File: src/sv/hrkm_pkg.sv
`timescale 1ns / 1ps

package hrkm_pkg;

  // Key usage codes with special handling
  localparam logic [7:0] KeyRestore    = 8'h46;
  localparam logic [7:0] KeyShiftLock  = 8'h39;
  localparam logic [7:0] KeyResetCombo = 8'h4c;
  localparam logic [7:0] ModResetCombo = 8'h05;
  localparam logic [7:0] KeyCrsrRight  = 8'h4f;
  localparam logic [7:0] KeyCrsrLeft   = 8'h50;
  localparam logic [7:0] KeyCrsrDown   = 8'h51;
  localparam logic [7:0] KeyCrsrUp     = 8'h52;
  localparam logic [7:0] KeyF2         = 8'h3b;
  localparam logic [7:0] KeyF4         = 8'h3d;
  localparam logic [7:0] KeyF6         = 8'h3f;
  localparam logic [7:0] KeyF8         = 8'h41;
  localparam logic [7:0] KeyHotkeyLo   = 8'h42;
  localparam logic [7:0] KeyHotkeyHi   = 8'h45;

  // Modifier masks
  localparam logic [7:0] ModLShift     = 8'h02;
  localparam logic [7:0] ModRShift     = 8'h20;
  localparam logic [7:0] ModBothShift  = 8'h22;
  localparam logic [7:0] ModCtrl       = 8'h11;
  localparam logic [7:0] ModGui        = 8'h88;

  // Operation codes
  localparam logic OpReport = 1'b0;
  localparam logic OpRead   = 1'b1;

  // Matrix code table, index is {row, column}
  localparam logic [7:0] CodeGrid [64] = '{
    8'h2a, 8'h28, 8'h4f, 8'h40, 8'h3a, 8'h3c, 8'h3e, 8'h51,
    8'h20, 8'h1a, 8'h04, 8'h21, 8'h1d, 8'h16, 8'h08, 8'h00,
    8'h22, 8'h15, 8'h07, 8'h23, 8'h06, 8'h09, 8'h17, 8'h1b,
    8'h24, 8'h1c, 8'h0a, 8'h25, 8'h05, 8'h0b, 8'h18, 8'h19,
    8'h26, 8'h0c, 8'h0d, 8'h27, 8'h10, 8'h0e, 8'h12, 8'h11,
    8'h57, 8'h13, 8'h0f, 8'h56, 8'h37, 8'h33, 8'h2f, 8'h36,
    8'h49, 8'h55, 8'h34, 8'h4a, 8'h00, 8'h32, 8'h4b, 8'h54,
    8'h1e, 8'h4e, 8'h00, 8'h1f, 8'h2c, 8'h00, 8'h14, 8'h29
  };

  // Keys as seen by the matrix
  typedef struct packed {
    logic [7:0] mods;
    logic [7:0] first;
    logic [7:0] second;
  } held_t;

  // Full keyboard state
  typedef struct packed {
    held_t       held;
    logic [23:0] last_raw;
    logic        shift_lock;
  } kbd_state_t;

  // Side effects of one report
  typedef struct packed {
    logic       nmi;
    logic       rst_req;
    logic [2:0] hotkey;
  } report_flags_t;

endpackage

File: src/sv/hid_report_to_key_matrix.sv
`timescale 1ns / 1ps

// Keyboard matrix emulation fed from USB boot keyboard reports.
// Input channel (in_valid_i / in_stall_o) carries one word per operation:
//   operation 0 loads a report (modifiers, two key codes, text busy flag)
//   operation 1 reads the column byte for a row select and joystick bits.
// Output channel (out_valid_o / out_stall_i) returns one word per input:
//   the active-low column byte (0xff for reports) and the report flags
//   nmi_pulse, reset_request and hotkey_index (all zero for reads).
// Words pass through an input register, then the rules and matrix compare
// into the output register. Throughput is one word per clock while the
// receiver does not stall; the keyboard state updates when a word moves into
// the output register, so a read right after a report sees that report.
// When the receiver stalls, the output word holds and the input register
// keeps taking one more word; beyond that in_stall_o is raised.
// Reset clears held keys, last report, shift lock and both valid flags.
module hid_report_to_key_matrix (
  input  logic       clk_i,
  input  logic       rst_ni,
  input  logic       in_valid_i,
  output logic       in_stall_o,
  input  logic       operation_i,
  input  logic [7:0] modifiers_i,
  input  logic [7:0] first_key_i,
  input  logic [7:0] second_key_i,
  input  logic       text_busy_i,
  input  logic [7:0] row_select_i,
  input  logic [7:0] joystick_bits_i,
  output logic       out_valid_o,
  input  logic       out_stall_i,
  output logic [7:0] column_byte_o,
  output logic       nmi_pulse_o,
  output logic       reset_request_o,
  output logic [2:0] hotkey_index_o
);
  import hrkm_pkg::*;

  logic          in_vld_q;
  logic          op_q;
  logic [7:0]    mods_q, k1_q, k2_q, rsel_q, joy_q;
  logic          busy_q;
  logic          out_vld_q;
  logic [7:0]    col_q;
  report_flags_t flags_q;
  kbd_state_t    state_q, state_d;
  kbd_state_t    rpt_state;
  report_flags_t rpt_flags;
  logic [7:0]    col_rd;
  logic          advance;
  logic          accept;

  // Handshake: stage 1 moves on when the output register is free or taken
  assign advance    = !out_vld_q || !out_stall_i;
  assign in_stall_o = in_vld_q && !advance;
  assign accept     = in_valid_i && !in_stall_o;

  // Input register
  always_ff @(posedge clk_i or negedge rst_ni) begin
    if (!rst_ni) begin
      in_vld_q <= 1'b0;
    end else if (advance || !in_vld_q) begin
      in_vld_q <= accept;
    end
  end

  always_ff @(posedge clk_i) begin
    if (accept) begin
      op_q   <= operation_i;
      mods_q <= modifiers_i;
      k1_q   <= first_key_i;
      k2_q   <= second_key_i;
      busy_q <= text_busy_i;
      rsel_q <= row_select_i;
      joy_q  <= joystick_bits_i;
    end
  end

  hrkm_report u_report (
    .state_i      (state_q),
    .modifiers_i  (mods_q),
    .first_key_i  (k1_q),
    .second_key_i (k2_q),
    .text_busy_i  (busy_q),
    .state_o      (rpt_state),
    .flags_o      (rpt_flags)
  );

  hrkm_column u_column (
    .held_i          (state_q.held),
    .row_select_i    (rsel_q),
    .joystick_bits_i (joy_q),
    .column_byte_o   (col_rd)
  );

  // Keyboard state update
  always_comb begin
    state_d = state_q;
    if (in_vld_q && advance && op_q == OpReport) begin
      state_d = rpt_state;
    end
  end

  always_ff @(posedge clk_i or negedge rst_ni) begin
    if (!rst_ni) begin
      state_q <= '0;
    end else begin
      state_q <= state_d;
    end
  end

  // Output register
  always_ff @(posedge clk_i or negedge rst_ni) begin
    if (!rst_ni) begin
      out_vld_q <= 1'b0;
    end else if (advance) begin
      out_vld_q <= in_vld_q;
    end
  end

  always_ff @(posedge clk_i) begin
    if (advance && in_vld_q) begin
      if (op_q == OpRead) begin
        col_q   <= col_rd;
        flags_q <= '0;
      end else begin
        col_q   <= 8'hff;
        flags_q <= rpt_flags;
      end
    end
  end

  assign out_valid_o     = out_vld_q;
  assign column_byte_o   = col_q;
  assign nmi_pulse_o     = flags_q.nmi;
  assign reset_request_o = flags_q.rst_req;
  assign hotkey_index_o  = flags_q.hotkey;

endmodule

File: src/sv/hrkm_report.sv
`timescale 1ns / 1ps

module hrkm_report (
  input  hrkm_pkg::kbd_state_t    state_i,
  input  logic [7:0]              modifiers_i,
  input  logic [7:0]              first_key_i,
  input  logic [7:0]              second_key_i,
  input  logic                    text_busy_i,
  output hrkm_pkg::kbd_state_t    state_o,
  output hrkm_pkg::report_flags_t flags_o
);
  import hrkm_pkg::*;

  logic [23:0] raw;
  logic        special;
  logic        go_on;

  assign raw     = {second_key_i, first_key_i, modifiers_i};
  assign special = (raw != state_i.last_raw) && (raw != '0) && !text_busy_i;

  // Report rules: hotkeys, reset combo, restore, shift lock, remaps
  always_comb begin
    state_o             = state_i;
    state_o.held.mods   = modifiers_i;
    state_o.held.first  = first_key_i;
    state_o.held.second = second_key_i;
    state_o.last_raw    = raw;
    flags_o             = '0;
    go_on               = 1'b0;
    if (special) begin
      if (first_key_i >= KeyHotkeyLo && first_key_i <= KeyHotkeyHi) begin
        flags_o.hotkey = 3'(KeyRestore - first_key_i);
      end else begin
        go_on = 1'b1;
        if (modifiers_i == ModResetCombo && first_key_i == KeyResetCombo) begin
          flags_o.rst_req = 1'b1;
        end else if (first_key_i == KeyRestore) begin
          state_o.held.first  = second_key_i;
          state_o.held.second = '0;
          flags_o.nmi         = 1'b1;
          go_on               = 1'b0;
        end else if (second_key_i == KeyRestore) begin
          state_o.held.second = '0;
          flags_o.nmi         = 1'b1;
          go_on               = 1'b0;
        end
      end
    end
    if (go_on) begin
      if (first_key_i == KeyShiftLock) begin
        state_o.held       = '0;
        state_o.shift_lock = ~state_i.shift_lock;
      end else begin
        if (state_i.shift_lock) begin
          state_o.held.mods = state_o.held.mods | ModLShift;
        end
        if (first_key_i == KeyCrsrRight || first_key_i == KeyCrsrDown) begin
          state_o.held.mods = state_o.held.mods & ~ModBothShift;
        end else if (first_key_i == KeyCrsrLeft) begin
          state_o.held.mods  = state_o.held.mods | ModRShift;
          state_o.held.first = KeyCrsrRight;
        end else if (first_key_i == KeyCrsrUp) begin
          state_o.held.mods  = state_o.held.mods | ModRShift;
          state_o.held.first = KeyCrsrDown;
        end else if (first_key_i == KeyF2 || first_key_i == KeyF4 ||
                     first_key_i == KeyF6 || first_key_i == KeyF8) begin
          state_o.held.mods  = state_o.held.mods | ModRShift;
          state_o.held.first = first_key_i - 8'd1;
        end
      end
    end
  end

endmodule

File: src/sv/hrkm_column.sv
`timescale 1ns / 1ps

module hrkm_column (
  input  hrkm_pkg::held_t held_i,
  input  logic [7:0]      row_select_i,
  input  logic [7:0]      joystick_bits_i,
  output logic [7:0]      column_byte_o
);
  import hrkm_pkg::*;

  logic [7:0] hits [8];
  logic [7:0] hit_or;
  logic [7:0] extra;
  logic [7:0] rows;

  assign rows = ~row_select_i;

  // Per-row key matches, all 64 cells compared in parallel
  always_comb begin
    for (int r = 0; r < 8; r++) begin
      hits[r] = '0;
      for (int c = 0; c < 8; c++) begin
        if (held_i.first != '0 &&
            (CodeGrid[{3'(r), 3'(c)}] == held_i.first ||
             (held_i.second != '0 && CodeGrid[{3'(r), 3'(c)}] == held_i.second))) begin
          hits[r][c] = 1'b1;
        end
      end
    end
  end

  // OR the selected rows together, plus modifier keys wired into the matrix
  always_comb begin
    hit_or = '0;
    extra  = '0;
    for (int r = 0; r < 8; r++) begin
      if (rows[r]) begin
        hit_or = hit_or | hits[r];
      end
    end
    if (rows[1] && (held_i.mods & ModLShift) != '0) begin
      extra[7] = 1'b1;
    end
    if (rows[6] && (held_i.mods & ModRShift) != '0) begin
      extra[4] = 1'b1;
    end
    if (rows[7] && (held_i.mods & ModCtrl) != '0) begin
      extra[2] = 1'b1;
    end
    if (rows[7] && (held_i.mods & ModGui) != '0) begin
      extra[5] = 1'b1;
    end
  end

  always_comb begin
    if (held_i == '0) begin
      column_byte_o = ~joystick_bits_i;
    end else if (row_select_i == '0) begin
      column_byte_o = '0;
    end else begin
      column_byte_o = ~(joystick_bits_i | hit_or | extra);
    end
  end

endmodule

File: config.mk
export PLATFORM = sky130hd
export DESIGN_NAME = hid_report_to_key_matrix
export DESIGN_NICKNAME = d
export VERILOG_FILES = /design/src/sv/hrkm_pkg.sv /design/src/sv/hid_report_to_key_matrix.sv /design/src/sv/hrkm_report.sv /design/src/sv/hrkm_column.sv
export SDC_FILE = /design/constraint.sdc
export NUM_CORES = 1
export LEC_CHECK = 0
export ABC_AREA = 1
export BUFFER_PORTS_ARGS = -buffer_cell sky130_fd_sc_hd__buf_4
export CORE_MARGIN = 1.5
export CORE_UTILIZATION = 31
export DETAILED_ROUTE_END_ITERATION = 12
export PLACE_DENSITY = 0.56
export SLEW_MARGIN = 20
export SYNTH_ARGS = -nofsm -noshare
export SYNTH_HDL_FRONTEND = slang
export SYNTH_SLANG_ARGS = --single-unit
File: constraint.sdc
create_clock -name clk_i -period 2.7 [get_ports clk_i]
set_input_delay 0.27 -clock clk_i [delete_from_list [all_inputs] [get_ports clk_i]]
set_output_delay 0.27 -clock clk_i [all_outputs]
set_load 0.1 [all_outputs]
==> results of run 1 <==
==> power by group <==
group,leakage (µW),internal (µW),switching (µW),total (µW)
Clock,0.000138,644,661,1310
Combinational,0.00241,470,1140,1610
Sequential,0.00115,2000,245,2240
==> worst register-to-register path: cells and delay by family (launching register included) <==
kind                       cells  cell delay (ns)
and+or+nand+nor                9             1.12
adders and majority gates      1             0.24
buffers and inverters          4             0.52
DFF                            1             0.39
==> metrics by stage <==
step	area, µm²	setup slack (ns)	hold slack (ns)	utilization
after floorplan	6690	0.194	-0.0256	-
after global placement	7510	0.377	0.361	0.356
after detailed placement	7510	0.390	0.365	0.356
after CTS	7800	0.367	0.0641	0.370
after global routing	7800	0.126	0.0577	0.370
final	7800	0.372	0.0688	0.370
==> worst max path at each step <==
| stage | startpoint | to | cells after the start |
|---|---|---|---|
| 2_1_floorplan | out_valid_o | busy_q | 5 |
| 3_3_place_gp | k1_q[1] | state_q[34] | 13 |
| 3_5_place_dp | k1_q[0] | state_q[39] | 14 |
| 4_1_cts | k1_q[0] | state_q[39] | 14 |
| 5_1_grt | k1_q[0] | state_q[37] | 14 |
| 6_report | k1_q[0] | state_q[37] | 14 |
==> cells in the mapped netlist (all sizes together) <==
| library cell | instances |
|---|---|
| nand3b | 5 |
| o21ai | 81 |
| buf | 8 |
| ha | 6 |
| edfxtp | 55 |
| clkinv | 2 |
| nand3 | 36 |
| nor2 | 125 |
| o211ai | 1 |
| nor4 | 4 |
| a22oi | 3 |
| and2 | 1 |
| nand4 | 9 |
| a31oi | 1 |
| a21oi | 22 |
| inv | 124 |
| nand2 | 355 |
| nor3 | 7 |
| or2 | 3 |
| dfrtp | 51 |
| or4 | 1 |
| o22ai | 33 |
| xor2 | 7 |
| clkbuf | 8 |
==> layout make-up <==
type,count,area (µm²),area share
repair buffers,74,571,0.0731
multi-input cells,700,3200,0.410
clock inverters,7,62.6,0.00802
clock buffers,9,225,0.0289
inverters,126,475,0.0609
well taps,275,344,0.0441
flip-flops and latches,106,2930,0.375
==> registers in the layout (all words and copies together) (netlist names) <==
signal           flops
k1_q                 8
op_q                 1
nmi_pulse_o          1
busy_q               1
hotkey_index_o       3
in_vld_q             1
joy_q                8
rsel_q               8
column_byte_o        8
out_valid_o          1
reset_request_o      1
mods_q               8
k2_q                 8
state_q             49
==> kinds of logic (layout without fill, tap and decap cells) <==
logic type,Yosys count,in the layout,share of synthesized area
AND/OR/NAND/NOR,546,546,0.343
buffers and inverters,142,216,0.0843
AO/OA/AOI/OAI,141,141,0.114
flip-flops,106,106,0.438
XOR/XNOR,7,7,0.00918
adder cells (fa/ha/maj),6,6,0.0112
==> what timing repair did <==
| action | in CTS | in global routing |
|---|---|---|
| hold endpoints to repair | 51 | 0 |
| hold buffers | 1 | 0 |
| resized for setup | 0 | 0 |
==> per-layer routing <==
layer	GRT usage	wire length, µm	vias to the layer above
met5	0	0	-
met2	0.309	9460	219
met1	0.244	9410	2928
met3	0.0354	1070	55
met4	0.0843	741	0
li1	-	-	3182
==> flow_summary_export.csv, run 1 <==
group,metric,value,unit
run_status,status,"finished clean",
synthesis,syn_area_per_cell,7.04,µm²
timing,finalMaxSlewViolations,0,
routing,wl_per_cell,15.9,µm
flow_run,max-cap-violations,0,
die,die_x,150,µm
cts,worst_skew_pair.late_latency,0.37,ns
worst_setup_path,crit_top_cell,"nand2_1",
worst_setup_path,regToRegSetupSlack,0.37,ns
synthesis,synth_area,6680,µm²
global_routing,overflow,0,
finish,nNetsFinal,1069,
worst_setup_path,cpPeakStageDelay,0.39,ns
synthesis,post-synth-top-area-cell,"edfxtp_1",
die,boundaryPins,61,
worst_setup_path,r2r-start,"k1_q[0]",
synthesis,synthesis.nets,1000,
place,io_buffers,60,
die,initial_core_util,0.317,
worst_setup_path,crit_fanout,13,
timing,setup_viol_count_final,0,
synthesis,ys.warnings.count,0,
worst_hold_path,hold_path.class,"input pin to register",
routing,via_count,6384,
timing,slew_headroom,0.540,
global_routing,grt_pass1_vias,6153,
power,ir_worst_vdd,258,µV
routing,viasPerCell,4.92,
finish,mostFrequentLayoutCell,"nand2_1",
timing,fin_skew,0.0139,ns
cts,cts_tree,"yes",
cts,root_buffer,"clkbuf_16",
synthesis,synth.distinct_cells,38,
routing,routed_wl,20700,µm
routing,drtIter0Drc,614,
global_routing,grt_antenna_before_repair,0,
worst_hold_path,holdCritStartpoint,"second_key_i[0]",
timing,finalSetupTns,0,ns
place,dp_hpwl,15600,µm
die,fp.coreArea,21100,µm²
worst_setup_path,r2r-end,"state_q[37]",
routing,postRouteAntennaNets,0,
synthesis,synthTopCellsByArea,"edfxtp_1 (25%), nand2_1 (20%), dfrtp_1 (19%), inv_1 (6.5%), nor2_1 (6.4%)",
finish,diodes,0,
cts,h-tree-depth,3,
place,place_inst,1280,
worst_hold_path,whs_path_depth,1,
power,power_density,661,nW/µm²
die,die_h,150,µm
timing,finalCriticalPeriod,2.33,ns
finish,finalNonFillerCells,1297,
synthesis,ys_ff_latch,106,
cts,cts_buffers,9,
global_routing,track_usage,0.190,
worst_setup_path,end_kind,"register",
power,p_leak,0.00371,µW
finish,final_cell_mix,"nand2_1 (350), inv_1 (115), nor2_1 (113)",
die,fp.dieArea,22400,µm²
cts,path_clk_slew,0.08,ns
finish,drive_gt1_frac,0.120,
power,p_total,5160,µW
worst_hold_path,holdPathEnd,"k2_q[0]",
worst_setup_path,slowest_stage,"edfxtp_1",
worst_setup_path,path_buf_inv,4,
synthesis,ys_seq_area_frac,0.438,
worst_setup_path,rr_worst_depth,14,
place,gp_congestion,0.982,
global_routing,grt_pass1_wl,32600,µm
cts,cts_sinks,106,
global_routing,grt_max_degree,52,
synthesis,synth.top_cell.area_share,0.247,
worst_setup_path,start_kind,"register",
worst_setup_path,cp_data_required_time,3.01,ns
routing,drtPass1Iterations,6,
worst_setup_path,crit_chain,"inv_1 -> ha_1 -> inv_1 -> nor2_1 -> nand2_1 -> nand2_1 -> nand2_1 -> nand2_2 -> inv_2 -> nand4_2 -> nand2_2 -> inv_1 -> nand3_1 -> nand2_1",
worst_setup_path,arrival,2.64,ns
worst_setup_path,critPathKind,"register to register",
timing,finalHoldViolCount,0,
die,num_rows,53,
worst_setup_path,cp_top_family,"simple AND/OR/NAND/NOR gates",
timing,max_freq,0.430,GHz
finish,nFillCells,2254,
timing,period_share,0.862,
finish,area_delta_synth_final,16.9,%
routing,route.detailed.drc,0,
cts,clock_path_buffers,2,
synthesis,synthCells,948,
timing,worst_pin_slew,0.690,ns
cts,cts_setup_buffers,0,
timing,rsz0062_at_grt,"no",
No activity file was read; power rests on OpenSTA's default activity.
==> inputs of run 2 (changes only) <==
==> constraint.sdc (replaced) <==
create_clock -name clk_i -period 2.65 [get_ports clk_i]
set_input_delay 0.265 -clock clk_i [delete_from_list [all_inputs] [get_ports clk_i]]
set_output_delay 0.265 -clock clk_i [all_outputs]
set_load 0.1 [all_outputs]
==> run 2 against run 1 <==
  * Total power is 1.7% higher
  * Flip-flop and latch count stayed put
  * Clock power hardly changed
  * Hold slack better by 0.0076 ns
  * Critical path type unchanged
  * Critical path depth stayed put
  * First-iteration DRC count is 17% lower
  * Register-to-register slack worse by 0.04 ns
  * Worst setup slack worse by 0.039 ns
  * Design area is 0.14% lower
  * Utilization is 0.053 points lower
  * Sequential power is 2% higher
  * Non-clock buffer count is 1 lower
==> flow_summary_export.csv, run 2 (synthesized netlist as in run 1, its figures left out) <==
group,metric,value,unit
worst_setup_path,end_kind,"register",
routing,viasPerCell,4.98,
timing,fin_skew,0.0128,ns
worst_setup_path,cp_data_required_time,2.89,ns
power,ir_worst_vdd,360,µV
timing,max_freq,0.432,GHz
timing,hold_slack,0.0763,ns
timing,setup_viol_count_final,0,
routing,via_count,6451,
die,fp.dieArea,22400,µm²
finish,area_delta_synth_final,16.7,%
finish,regMostFlops,"state_q",
timing,finalHoldViolCount,0,
cts,cts_setup_buffers,0,
global_routing,use_met1,0.242,
worst_setup_path,critPathKind,"register to register",
finish,drive_gt1_frac,0.124,
finish,final_cell_mix,"nand2_1 (350), nor2_1 (113), inv_1 (112)",
global_routing,use_met2,0.290,
cts,path_clk_slew,0.08,ns
die,num_rows,53,
place,io_buffers,60,
global_routing,grt_pass1_wl,32100,µm
routing,wl_per_cell,15.4,µm
global_routing,grtUsageMet3,0.0311,
run_status,status,"finished clean",
finish,mostFrequentLayoutCell,"nand2_1",
timing,finalCriticalPeriod,2.32,ns
cts,root_buffer,"clkbuf_16",
worst_setup_path,start_kind,"register",
die,fp.coreArea,21100,µm²
global_routing,grt-busiest-layer,"met2",
power,p_leak,0.00370,µW
timing,finalSetupTns,0,ns
routing,drtPass1Iterations,5,
cts,cts_buffers,9,
global_routing,grt_max_degree,52,
cts,worst_skew_pair.late_latency,0.36,ns
die,die_h,150,µm
worst_setup_path,crit_fanout,10,
timing,period_share,0.874,
routing,postRouteAntennaNets,0,
place,dp_hpwl,15200,µm
flow_run,max-cap-violations,0,
timing,worst_pin_slew,0.693,ns
worst_setup_path,arrival,2.56,ns
place,gp_congestion,0.972,
global_routing,track_usage,0.184,
power,power_density,673,nW/µm²
finish,diodes,0,
timing,finalMaxSlewViolations,0,
cts,clock_path_buffers,2,
die,initial_core_util,0.317,
cts,cts_sinks,106,
die,boundaryPins,61,
worst_hold_path,hold_path.class,"input pin to register",
routing,routed_wl,20000,µm
routing,drtIter0Drc,507,
global_routing,overflow,0,
routing,route.detailed.drc,0,
cts,cts_tree,"yes",
global_routing,grt_antenna_before_repair,0,
die,die_x,150,µm
finish,nNetsFinal,1068,
cts,h-tree-depth,3,
finish,largest_register_ffs,49,
timing,slew_headroom,0.538,
global_routing,grt_pass1_vias,6209,
timing,rsz0062_at_grt,"no",
==> run 2: changes by cell type in the layout (fill, tap and decap cells not counted), sizes merged <==
cell / before / now
inv: 127 / 129
buf: 73 / 72
clkinv: 5 / 4
clkinvlp: 1 / 0
==> run 2: area by class of cell <==
cell class                 count  area [µm²]
clock inverter                 7        58.8
multi-input combinational    700        3200
timing repair buffer          73         563
sequential                   106        2930
tap                          275         344
inverter                     126         475
fill                        2285       13300
clock buffer                   9         225
==> run 2: per-stage QoR <==
stage	setup WS (ns)	power, µW	instance area [µm²]	instances	utilization
5_1_grt	0.0663	5590	7790	1296	0.370
4_1_cts	0.250	5280	7790	1296	0.370
3_3_place_gp	0.309	3940	7500	1279	0.356
3_5_place_dp	0.275	3950	7500	1279	0.356
6_report	0.333	5250	7790	1296	0.370
2_1_floorplan	0.144	3410	6690	948	-
==> run 2: critical path, stage by stage (launching register included) <==
cell,delay [ns]
edfxtp_1,0.49
inv_2,0.14
ha_1,0.23
inv_1,0.07
nand2_1,0.07
nand4_1,0.09
nand2_1,0.05
nand2_1,0.29
nand2_2,0.14
inv_2,0.11
nand4_2,0.16
nand2_2,0.15
inv_1,0.08
nand3_1,0.09
nand2_1,0.05
==> run 2: timing repair <==
action / 4_1_cts / 5_1_grt
endpoints found under the setup margin: 0 / 2
hold buffers: 1 / 0
hold endpoints to repair: 51 / 0
gates resized for setup: 0 / 2
==> run 2: path summary, 6_finish.rpt <==
check                                     from     endpoint  slack [ns]  depth (start not counted)
max in group asynchronous               rst_ni  out_valid_o        1.67                          2
worst min-delay path            first_key_i[4]      k1_q[4]        0.08                          1
min in group asynchronous               rst_ni     in_vld_q        0.49                          2
worst max register to register         k1_q[0]  state_q[37]        0.33                         14
worst max-delay path                   k1_q[0]  state_q[37]        0.33                         14
worst min register to register      state_q[0]   state_q[0]        0.48                          1
==> run 2: report_power, final <==
part | switching [µW] | leakage [µW] | internal [µW]
clock network | 651 | 0.000144 | 659
logic | 1170 | 0.00240 | 485
registers | 246 | 0.00115 | 2040
==> run 2: layer usage <==
layer / part of all wire / vias up
met5: 0 / -
li1: - / 3192
met4: 0.050 / 0
met3: 0.060 / 76
met1: 0.45 / 2928
met2: 0.44 / 255
==> inputs of run 3 (changes only) <==
--- a/config.mk
+++ b/config.mk
@@ -10,6 +10,7 @@
 export CORE_MARGIN = 1.5
 export CORE_UTILIZATION = 31
 export DETAILED_ROUTE_END_ITERATION = 12
+export MAX_ROUTING_LAYER = met4
 export PLACE_DENSITY = 0.56
 export SLEW_MARGIN = 20
 export SYNTH_ARGS = -nofsm -noshare
==> run 3 against run 2 <==
  * Critical endpoint is now state_q[30]
  * Design area rose by 0.18%
  * Non-clock buffer count increased by 2
  * Cell count grew 0.15%
  * Combinational power is essentially flat
  * Global-route usage up 1.0 points
  * Count of clock-buffer cells in the layout increased by 2
  * Sequential share of layout area down 0.066 points
  * Critical path type unchanged
  * Utilization is 0.065 points higher
  * Worst setup slack got worse by 0.067 ns
==> flow_summary_export.csv, run 3 (synthesized netlist as in run 1, its figures left out) <==
group,metric,value,unit
finish,final_cell_mix,"nand2_1 (348), inv_1 (113), nor2_1 (113)",
finish,area_delta_synth_final,16.9,%
worst_setup_path,r2r-start,"k1_q[0]",
worst_setup_path,crit_end,"state_q[30]",
finish,largest_register_ffs,49,
cts,h-tree-depth,3,
global_routing,grt_pass1_wl,32600,µm
routing,routed_wl,20300,µm
flow_run,max-cap-violations,0,
cts,cts_buffers,9,
cts,worst_skew_pair.late_latency,0.36,ns
worst_setup_path,regToRegSetupSlack,0.27,ns
worst_setup_path,end_kind,"register",
place,dpl_cell_area,7510,µm²
timing,finalHoldViolCount,0,
power,p_leak,0.00370,µW
global_routing,track_usage,0.195,
finish,mostFrequentLayoutCell,"nand2_1",
worst_setup_path,start_kind,"register",
die,initial_core_util,0.317,
cts,root_buffer,"clkbuf_16",
global_routing,grt_pass1_vias,6143,
global_routing,overflow,0,
worst_setup_path,arrival,2.63,ns
finish,nNetsFinal,1070,
die,die_h,150,µm
timing,hold_slack,0.0766,ns
finish,diodes,0,
cts,path_clk_slew,0.08,ns
worst_setup_path,worstSetupStartpoint,"k1_q[0]",
routing,drtIter0Drc,499,
worst_setup_path,rr_worst_depth,12,
routing,postRouteAntennaNets,0,
cts,clock_path_buffers,2,
routing,wl_per_cell,15.6,µm
die,num_rows,53,
finish,finalNonFillerCells,1298,
timing,rsz0062_at_grt,"no",
timing,period_share,0.900,
cts,cts_sinks,106,
timing,fin_skew,0.0107,ns
worst_setup_path,critPathKind,"register to register",
worst_setup_path,crit_fanout,13,
routing,viasPerCell,4.88,
die,fp.dieArea,22400,µm²
cts,cts_setup_buffers,0,
place,dp_hpwl,15500,µm
worst_setup_path,cp_data_required_time,2.90,ns
routing,drtPass1Iterations,5,
place,gp_congestion,1.03,
power,ir_worst_vdd,288,µV
timing,finalSetupTns,0,ns
global_routing,grt_max_degree,52,
die,boundaryPins,61,
timing,slew_headroom,0.331,
place,place_inst,1281,
timing,finalCriticalPeriod,2.38,ns
worst_setup_path,r2r-end,"state_q[30]",
routing,route.detailed.drc,0,
finish,final_cell_area,7810,µm²
finish,regMostFlops,"state_q",
routing,via_count,6335,
power,p_total,5240,µW
worst_hold_path,whs_path_depth,1,
global_routing,grt_antenna_before_repair,0,
worst_hold_path,hold_path.class,"input pin to register",
timing,finalMaxSlewViolations,0,
die,die_x,150,µm
timing,max_freq,0.419,GHz
run_status,status,"finished clean",
cts,cts_tree,"yes",
timing,setup_viol_count_final,0,
timing,worst_pin_slew,0.997,ns
power,power_density,672,nW/µm²
die,fp.coreArea,21100,µm²
finish,drive_gt1_frac,0.124,
place,io_buffers,60,
[run 3: power breakdown]
part           total (µW)  leakage (µW)  switching [µW]  internal (µW)
Sequential           2280       0.00115             244           2040
Combinational        1670       0.00241            1180            497
Clock                1290      0.000133             634            654
[run 3: critical path, stage by stage (launching register included)]
cell and delay [ns]:
edfxtp_1 0.49, inv_1 0.29, ha_1 0.26, inv_1 0.07, nor2_2 0.14, nand3_1 0.09
nor2_1 0.19, nor2_4 0.08, nand2_4 0.16, inv_2 0.14, nand3_2 0.09, nand2_1 0.14
o22ai_1 0.15
[run 3: area by class of cell]
cell class,instances,area (µm²)
sequential,106,2930
clock buffer,11,233
inverter,126,475
timing repair buffer,75,578
clock inverter,5,45.0
multi-input combinational,700,3200
tap,275,344
fill,2291,13300
[run 3: per-layer routing]
layer / GRT usage / wire [µm] / vias to the layer above
met1: 0.247 / 9200 / 2885
met3: 0.0372 / 1040 / 52
li1: - / - / 3181
met5: - / 0 / -
met2: 0.301 / 9300 / 217
met4: 0.0858 / 729 / 0
[run 3: repair_timing]
action                                  4_1_cts  5_1_grt
hold buffers                                  1        0
endpoints found under the setup margin        0       10
endpoints found under the hold margin        51        0
resized for setup                             0        3
[run 3: worst min path at each step]
stage                         from        to  slack (ns)
global placement            rst_ni  in_vld_q        0.35
floorplan                   rst_ni  in_vld_q       -0.03
CTS                 first_key_i[4]   k1_q[4]        0.06
detailed placement          rst_ni  in_vld_q        0.36
finish              first_key_i[1]   k1_q[1]        0.08
global route        first_key_i[5]   k1_q[5]        0.05
[run 3: per-stage QoR]
step | utilization | setup WS, ns
finish | 0.370 | 0.266
global route | 0.370 | 0.00363
CTS | 0.370 | 0.228
detailed placement | 0.356 | 0.264
global placement | 0.356 | 0.307
floorplan | - | 0.144
